`src/hdl/salcp_pkg.sv`:
```
// Shared types, widths and command codes for the suffix array LCP core.
// Used by the controller, the datapath, the top level and the checker.
package salcp_pkg;

    // Field widths fixed by the word format.
    localparam int IDX_W    = 10;
    localparam int LEN_W    = IDX_W + 1;
    localparam int SUM_W    = LEN_W + 1;
    localparam int SYM_IN_W = 16;
    localparam int LCP_W    = 10;
    localparam int CNT_W    = 20;
    localparam int ACC_W    = 21;
    localparam int PROD_W   = 2 * LEN_W;

    localparam logic [LCP_W-1:0] LCP_MAX = '1;

    // Defaults for the top-level parameters.
    localparam int MAX_LEN_DEF      = 1024;
    localparam int SYMBOL_WIDTH_DEF = 16;

    // Command field of an input word.
    localparam logic CMD_LOAD = 1'b0;
    localparam logic CMD_READ = 1'b1;

    // Datapath operations issued by the controller.
    localparam int OP_W = 4;
    localparam logic [OP_W-1:0] OP_NONE     = 4'd0;
    localparam logic [OP_W-1:0] OP_ACCEPT   = 4'd1;
    localparam logic [OP_W-1:0] OP_INIT     = 4'd2;
    localparam logic [OP_W-1:0] OP_RANK_RD  = 4'd3;
    localparam logic [OP_W-1:0] OP_RANK_WR  = 4'd4;
    localparam logic [OP_W-1:0] OP_WALK_RK  = 4'd5;
    localparam logic [OP_W-1:0] OP_WALK_SUF = 4'd6;
    localparam logic [OP_W-1:0] OP_CMP_RD   = 4'd7;
    localparam logic [OP_W-1:0] OP_CMP_EQ   = 4'd8;
    localparam logic [OP_W-1:0] OP_STORE    = 4'd9;
    localparam logic [OP_W-1:0] OP_TOTAL    = 4'd10;
    localparam logic [OP_W-1:0] OP_FINISH   = 4'd11;

    typedef struct packed {
        logic                cmd;
        logic [IDX_W-1:0]    index;
        logic [SYM_IN_W-1:0] symbol;
        logic [IDX_W-1:0]    suffix_pos;
        logic                last;
    } in_t;

    typedef struct packed {
        logic [LCP_W-1:0] lcp_value;
        logic [CNT_W-1:0] distinct_count;
        logic             out_of_range;
    } out_t;

    typedef struct packed {
        logic [OP_W-1:0] op;
    } ctl_cmd_t;

    typedef struct packed {
        logic final_load;
        logic last_u;
        logic rk_tail;
        logic cmp_ok;
        logic sym_eq;
    } ctl_status_t;

endpackage

```
`src/hdl/salcp_ctrl.sv`:
```
// Sequencing state machine for the LCP core: word acceptance and the Kasai walk.
// Depends on salcp_pkg for the operation codes and the command/status structs.
module salcp_ctrl
(
    input  logic                  clk,
    input  logic                  rst_n,
    input  logic                  start,
    input  salcp_pkg::ctl_status_t status,
    output logic                  busy,
    output salcp_pkg::ctl_cmd_t    cmd
);

    localparam logic [3:0] ST_IDLE     = 4'd0;
    localparam logic [3:0] ST_INIT     = 4'd1;
    localparam logic [3:0] ST_RANK_RD  = 4'd2;
    localparam logic [3:0] ST_RANK_WR  = 4'd3;
    localparam logic [3:0] ST_WALK_RK  = 4'd4;
    localparam logic [3:0] ST_WALK_SUF = 4'd5;
    localparam logic [3:0] ST_CMP_RD   = 4'd6;
    localparam logic [3:0] ST_CMP_EQ   = 4'd7;
    localparam logic [3:0] ST_STORE    = 4'd8;
    localparam logic [3:0] ST_TOTAL    = 4'd9;
    localparam logic [3:0] ST_FINISH   = 4'd10;

    logic [3:0] state_reg;
    logic [3:0] state_next;

    always_ff @(posedge clk or negedge rst_n)
    begin
        if (!rst_n)
        begin
            state_reg <= ST_IDLE;
        end
        else
        begin
            state_reg <= state_next;
        end
    end

    always_comb
    begin
        state_next = state_reg;
        cmd.op     = salcp_pkg::OP_NONE;
        unique case (state_reg)
            ST_IDLE:
            begin
                if (start)
                begin
                    cmd.op = salcp_pkg::OP_ACCEPT;
                    if (status.final_load)
                    begin
                        state_next = ST_INIT;
                    end
                end
            end
            ST_INIT:
            begin
                cmd.op = salcp_pkg::OP_INIT;
                if (status.last_u)
                begin
                    state_next = ST_RANK_RD;
                end
            end
            ST_RANK_RD:
            begin
                cmd.op     = salcp_pkg::OP_RANK_RD;
                state_next = ST_RANK_WR;
            end
            ST_RANK_WR:
            begin
                cmd.op     = salcp_pkg::OP_RANK_WR;
                state_next = status.last_u ? ST_WALK_RK : ST_RANK_RD;
            end
            ST_WALK_RK:
            begin
                cmd.op     = salcp_pkg::OP_WALK_RK;
                state_next = ST_WALK_SUF;
            end
            ST_WALK_SUF:
            begin
                // A suffix ranked last has no successor: its matched length restarts at zero.
                cmd.op = salcp_pkg::OP_WALK_SUF;
                if (status.rk_tail)
                begin
                    state_next = status.last_u ? ST_TOTAL : ST_WALK_RK;
                end
                else
                begin
                    state_next = ST_CMP_RD;
                end
            end
            ST_CMP_RD:
            begin
                cmd.op     = salcp_pkg::OP_CMP_RD;
                state_next = status.cmp_ok ? ST_CMP_EQ : ST_STORE;
            end
            ST_CMP_EQ:
            begin
                cmd.op     = salcp_pkg::OP_CMP_EQ;
                state_next = status.sym_eq ? ST_CMP_RD : ST_STORE;
            end
            ST_STORE:
            begin
                cmd.op     = salcp_pkg::OP_STORE;
                state_next = status.last_u ? ST_TOTAL : ST_WALK_RK;
            end
            ST_TOTAL:
            begin
                cmd.op     = salcp_pkg::OP_TOTAL;
                state_next = ST_FINISH;
            end
            ST_FINISH:
            begin
                cmd.op     = salcp_pkg::OP_FINISH;
                state_next = ST_IDLE;
            end
            default:
            begin
                state_next = ST_IDLE;
            end
        endcase
    end

    assign busy = (state_reg != ST_IDLE);

endmodule

```
`config.mk`:
```
export PLATFORM = sky130hd
export DESIGN_NAME = salcp_ctrl
export DESIGN_NICKNAME = d
export VERILOG_FILES = /design/src/hdl/salcp_pkg.sv /design/src/hdl/salcp_ctrl.sv
export SDC_FILE = /design/constraint.sdc
export NUM_CORES = 1
export LEC_CHECK = 0
export BUFFER_PORTS_ARGS = -buffer_cell sky130_fd_sc_hd__buf_2
export CAP_MARGIN = 10
export CORE_AREA = 2 2 39 41
export DETAILED_ROUTE_END_ITERATION = 8
export DIE_AREA = 0 0 41 43
export PLACE_DENSITY = 0.51
export SETUP_SLACK_MARGIN = 0.1
export SYNTH_ARGS = -nofsm -noshare
export SYNTH_HDL_FRONTEND = slang
export SYNTH_SLANG_ARGS = --single-unit
```
`constraint.sdc`:
```
create_clock -name clk -period 1.6 [get_ports clk]
set_clock_uncertainty 0.2 [all_clocks]
set_input_delay 0.16 -clock clk [delete_from_list [all_inputs] [get_ports clk]]
set_output_delay 0.16 -clock clk [all_outputs]
set_load 0.01 [all_outputs]
```
==> flow_metrics.py, run 1 <==
metrics = {
    "critical_path": {
        "ff2ff_path_depth": 5,
        "criticalPathCategory": "flip-flop to primary output",
        "critPathLaunchType": "flip-flop",
        "critical_path.cell_chain": "nand2b_4 > buf_6 > mux2i_1 > buf_2",
        "timing.reg2reg.setup_slack_ns": 0.04,
        "worst_r2r_src": "state_reg[3]",
        "critical_path_buf_inv_count": 2,
        "critical_path.top_delay_family": "flip-flops",
        "crit_path_top_delay_cell": "dfrtp_2",
        "regToRegEndpoint": "state_reg[2]",
        "worst_path_arrival_ns": 1.21,
        "worst_ep_required_time_ns": 1.24,
        "worst-path-max-fanout": 4,
        "maximum_single_stage_delay_on_the_critical_path_ns": 0.44,
        "end_kind": "primary output",
    },
    "clock_tree": {
        "inserted_clock_buffers": 3,
        "clk_latency_ns": 0.23,
        "clock-sinks": 4,
        "clkTransAtPathRegs_ns": 0.03,
        "clock-root-buffer": "clkbuf_4",
        "clock_tree_from_tritoncts": "done",
        "cts.path.max_buffers": 2,
        "cts_htree_levels": 1,
    },
    "detailed_routing": {
        "postRouteAntennaNets": 0,
        "avgViaCountPerCell": 5.02,
        "routed_wl_per_cell_um": 12.0,
        "drt-initial-drc-count": 8,
        "vias": 472,
        "wl_mm": 1.13,
        "route.detailed.drc": 0,
        "dr.pass1.iters": 4,
    },
    "layout": {
        "synthesis_to_finish_area_growth_pct": 59.5,
        "core_util_final": 0.492,
        "finish.net_count": 88,
        "antenna_cells": 0,
        "fin_area_sq_um": 681,
        "final_common_cell": "buf_2",
        "layout-drive-gt1-share": 0.538,
        "largest_register_ff_count": 4,
        "layout_common_cells": "buf_2 (12), buf_4 (11), buf_6 (6)",
    },
    "power_and_ir_drop": {
        "power.leakage_nw": 0.322,
        "power.share.clock": 0.074,
        "switching_share": 0.406,
        "power.density_cell_area_nw_per_um2": 2340,
        "intPower_uw": 947,
        "seqPwrFrac": 0.160,
        "maximum_vdd_ir_drop_mv": 0.905,
        "power.combinational.fraction": 0.766,
        "switchingPower_uw": 648,
        "power_mw": 1.59,
    },
    "sta": {
        "slew_violations": 0,
        "fin_crit_ns": 1.57,
        "maxSlewHeadroom": 0.868,
        "clock.fmax_mhz": 639,
        "setup_viol_count_final": 0,
        "fin_hold_ws_ns": 0.0624,
        "final_period_utilization": 0.979,
        "worst-slew-pin-transition_ns": 0.196,
        "grt_setup_unrepaired": "yes",
        "final.setup.worst_slack_ns": 0.0342,
        "final_hold_viol_count": 0,
    },
    "floorplanning": {
        "starting_density": 0.308,
        "die_area_sq_um": 1760,
        "floorplan.core_area_sq_um": 1380,
        "dieHeight_um": 43,
        "die_w_um": 41,
        "floorplan.rows": 14,
        "top_level_ports": 13,
    },
    "synth": {
        "synth_async_sr_flop_share": 1.00,
        "sequential_area_share_after_synthesis": 0.235,
        "yosysUniqueCellTypes": 28,
        "number_of_enable_flip_flop_cells_after_synthesis": 0,
        "synthesis.area_sq_um": 427,
        "synth_nets": 57,
        "total_of_flip_flops_plus_latches_after_synthesis": 4,
        "synth_top_flop_cell": "dfrtp_1",
        "ys.warnings.count": 0,
        "syn_inst": 49,
        "post_synth.cell_area_avg_sq_um": 8.71,
    },
    "global_route": {
        "maximum_number_of_pins_on_one_net_before_global_route_repair": 8,
        "grt_pass1_wl_mm": 1.96,
        "grt_use_total": 0.164,
        "globalRouteOverflowTotal": 0,
        "grt_antenna_before_repair": 0,
        "via_count_of_the_first_global_routing_pass": 465,
    },
    "run_status": {
        "status": "finished clean",
    },
    "hold_path": {
        "hp-class": "primary input to asynchronous set/reset pin",
    },
    "place": {
        "place_worst_setup_slack_ns": 0.111,
        "placement.cell_area_sq_um": 544,
        "placer_congestion_estimate": 0.702,
        "detailed_place_hpwl_um": 778,
        "portBuffers": 12,
    },
    "run": {
        "max_cap_viol_count": 0,
    },
}
==> power groups by stage <==
stage / Sequential, mW / Clock (mW) / Combinational [mW]
after floorplan: 0.204 / 0 / 0.676
after global placement: 0.245 / 0 / 0.947
after detailed placement: 0.242 / 0 / 0.934
after CTS: 0.251 / 0.126 / 1.21
after global routing: 0.260 / 0.134 / 1.37
final: 0.255 / 0.118 / 1.22
==> cell usage after synthesis, types with 2 or more instances <==
cell type / n / share of area
buf_6: 2 / 0.053
nand3b_1: 2 / 0.035
nor2_1: 4 / 0.035
a21oi_1: 3 / 0.035
buf_4: 2 / 0.035
mux2i_1: 3 / 0.070
dfrtp_1: 4 / 0.23
nand2b_1: 4 / 0.059
o221ai_1: 2 / 0.041
nand2_1: 5 / 0.044
==> kinds of logic (layout without fill, tap and decap cells) <==
logic type             Yosys count  after routing  synth area share
AND/OR/NAND/NOR                 20             20             0.284
AO/OA/AOI/OAI                   14             14             0.246
buffers and inverters            5             34            0.0968
multiplexers                     4              4            0.0968
flip-flops                       4              4             0.235
XOR/XNOR                         2              2            0.0411
==> cell type report <==
type,count,area [sq um]
well taps,16,20.0
multi-input cells,40,310
flip-flops and latches,4,104
fillers,138,703
clock buffers,3,22.5
inverters,1,3.75
repair buffers,30,220
==> worst max-delay path by stage <==
stage	to	slack, ns	start	depth (start not counted)
floorplan	state_reg[1]	0.22	state_reg[0]	4
global placement	state_reg[1]	0.09	state_reg[1]	4
detailed placement	state_reg[1]	0.11	state_reg[1]	4
CTS	cmd[3]	0.03	state_reg[3]	4
global route	cmd[2]	-0.03	state_reg[2]	4
finish	cmd[3]	0.03	state_reg[3]	4
==> worst register-to-register path, cell delays in order, from the launching register on <==
cell	delay [ns]
dfrtp_2	0.44
buf_6	0.14
nand2b_1	0.13
o21a_1	0.14
nor2_1	0.05
o32a_1	0.34
==> layer usage <==
metal | wire [um] | vias to the layer above | track usage
met5 | 0 | - | 0
met3 | 44 | 0 | 0.0314
met1 | 484 | 220 | 0.186
met4 | 0 | 0 | 0.0800
met2 | 603 | 12 | 0.275
li1 | - | 240 | -
==> timing repair <==
action,4_1_cts,5_1_grt
resized for setup,14,1
setup buffers,7,0
hold endpoints to repair,4,0
hold buffers,1,0
pin swaps,2,2
setup endpoints to repair,5,9
==> stage by stage <==
stage	setup TNS [ns]	std cells
6_report	0	94
5_1_grt	-0.0732	94
4_1_cts	0	94
3_5_place_dp	0	83
3_3_place_gp	0	83
2_1_floorplan	0	49
No activity file was read; power rests on OpenSTA's default activity.
==> inputs of run 2 (changes only) <==
clock period = 2 ns   (was 1.6 ns; I/O delays follow)
==> run 2 against run 1 <==
  * Sequential cell count unchanged
  * Worst hold slack better by 0.041 ns
  * Non-clock buffer count decreased by 15
  * Final area down 24%
  * Sequential share of layout area up 4.1 points
  * Setup slack better by 0.19 ns
  * Final cell count down 16%
  * Via count down 14%
  * Clock power decreased by 17%
  * Die area unchanged
  * Routed wire length down 21%
  * Critical endpoint is now cmd[0]
  * Highest routed layer unchanged
==> flow_metrics.py, run 2 (same netlist as run 1, synthesis figures left out) <==
metrics = {
    "run_status": {
        "status": "finished clean",
    },
    "global_route": {
        "grt_pass1_wl_mm": 1.33,
        "grt_use_total": 0.112,
        "via_count_of_the_first_global_routing_pass": 361,
        "globalRouteOverflowTotal": 0,
        "maximum_number_of_pins_on_one_net_before_global_route_repair": 14,
        "grt_antenna_before_repair": 0,
    },
    "floorplanning": {
        "floorplan.core_area_sq_um": 1380,
        "die_w_um": 41,
        "top_level_ports": 13,
        "dieHeight_um": 43,
        "floorplan.rows": 14,
        "die_area_sq_um": 1760,
        "starting_density": 0.308,
    },
    "power_and_ir_drop": {
        "power_uw": 909,
        "power.leakage_nw": 0.232,
        "power.density_cell_area_nw_per_um2": 1760,
        "maximum_vdd_ir_drop_mv": 0.494,
    },
    "clock_tree": {
        "clkTransAtPathRegs_ns": 0.04,
        "cts_post_setup_buffers_inserted": 0,
        "inserted_clock_buffers": 3,
        "clk_latency_ns": 0.23,
        "clock-root-buffer": "clkbuf_4",
        "clock_tree_from_tritoncts": "done",
        "cts_htree_levels": 1,
        "cts.path.max_buffers": 2,
        "clock-sinks": 4,
    },
    "critical_path": {
        "end_kind": "primary output",
        "worst_path_arrival_ns": 1.38,
        "critPathLaunchType": "flip-flop",
        "ff2ff_path_depth": 4,
        "critical_path.cell_chain": "nor3_4 > a221oi_1 > buf_2",
        "regToRegEndpoint": "state_reg[2]",
        "worst-path-max-fanout": 13,
        "maximum_single_stage_delay_on_the_critical_path_ns": 0.62,
        "worst_r2r_src": "state_reg[3]",
        "timing.reg2reg.setup_slack_ns": 0.32,
        "worst_ep_required_time_ns": 1.60,
        "crit_path_top_delay_cell": "dfrtp_1",
        "criticalPathCategory": "flip-flop to primary output",
    },
    "detailed_routing": {
        "wl_um": 895,
        "routed_wl_per_cell_um": 11.3,
        "postRouteAntennaNets": 0,
        "avgViaCountPerCell": 5.15,
        "drt-initial-drc-count": 5,
        "route.detailed.drc": 0,
        "dr.pass1.iters": 4,
        "vias": 407,
    },
    "sta": {
        "setup_viol_count_final": 0,
        "grt_setup_unrepaired": "no",
        "clock.fmax_mhz": 563,
        "final_hold_viol_count": 0,
        "setup-tns-final_ns": 0,
        "fin_crit_ns": 1.78,
        "worst-slew-pin-transition_ns": 0.464,
        "final_period_utilization": 0.889,
        "maxSlewHeadroom": 0.690,
        "slew_violations": 0,
    },
    "layout": {
        "multi_input_area_sq_um": 285,
        "layout_common_cells": "buf_2 (12), nand2_1 (5), nand2b_1 (4), nor2_1 (4), dfrtp_1 (4)",
        "finish.net_count": 73,
        "final_common_cell": "buf_2",
        "sequential_cell_area_sq_um": 100,
        "largest_register_ff_count": 4,
        "fillerInstances": 156,
        "layout-drive-gt1-share": 0.302,
        "synthesis_to_finish_area_growth_pct": 21.1,
        "antenna_cells": 0,
    },
    "place": {
        "detailed_place_hpwl_um": 674,
        "placer_congestion_estimate": 0.650,
        "portBuffers": 12,
    },
    "run": {
        "max_cap_viol_count": 0,
    },
    "hold_path": {
        "hp-class": "primary input to asynchronous set/reset pin",
    },
}
[run 2: cell types whose count changed in the layout (fill, tap and decap cells not counted), moves of 3 or more]
cell | previous run | this run
buf_4 | 11 | 2
buf_6 | 6 | 0
dfrtp_1 | 1 | 4
dfrtp_2 | 3 | 0
[run 2: where the power goes]
| group | switching (mW) | internal [mW] | total [mW] |
|---|---|---|---|
| clock network | 0.0304 | 0.0669 | 0.0974 |
| registers | 0.135 | 0.122 | 0.258 |
| logic | 0.250 | 0.304 | 0.554 |
[run 2: worst max path at each step]
stage,from,to,slack [ns]
after global routing,state_reg[3],cmd[0],0.13
after detailed placement,state_reg[3],state_reg[2],0.32
after global placement,state_reg[3],state_reg[2],0.37
final,state_reg[3],cmd[0],0.22
after floorplan,state_reg[0],state_reg[1],0.62
after CTS,state_reg[1],cmd[2],0.21
[run 2: through the flow]
stage	worst slack [ns]	cell area [sq um]	hold WS, ns	utilization	cells
2_1_floorplan	0.619	427	-0.296	-	49
3_3_place_gp	0.372	484	-0.191	0.350	75
3_5_place_dp	0.324	484	-0.191	0.350	75
4_1_cts	0.214	517	0.0891	0.373	79
5_1_grt	0.126	517	0.104	0.373	79
6_report	0.222	517	0.104	0.373	79
[run 2: layout make-up]
| type | instances | area share |
|---|---|---|
| clock buffers | 3 | 0.0436 |
| repair buffers | 15 | 0.165 |
| multi-input cells | 40 | 0.552 |
| flip-flops and latches | 4 | 0.194 |
| well taps | 16 | 0.0387 |
| inverters | 1 | 0.00726 |
[run 2: worst max-delay path, delay by kind of cell, from the launching register on]
family | cells | cell delay [ns]
flip-flops | 1 | 0.62
buffers and inverters | 1 | 0.17
AND/OR/NAND/NOR | 1 | 0.09
AO/OA/AOI/OAI | 1 | 0.27
[run 2: repair_timing]
action | in CTS | in global routing
hold buffers | 1 | 0
endpoints found under the hold margin | 4 | 0
resized for setup | 0 | 0
[run 2: layer usage]
metal  GRT usage  routed length (um)  up-vias
li1            -                   -      213
met5           0                   0        -
met2       0.172                 417       10
met4      0.0800                   0        0
met1       0.134                 431      184
met3      0.0157                  45        0
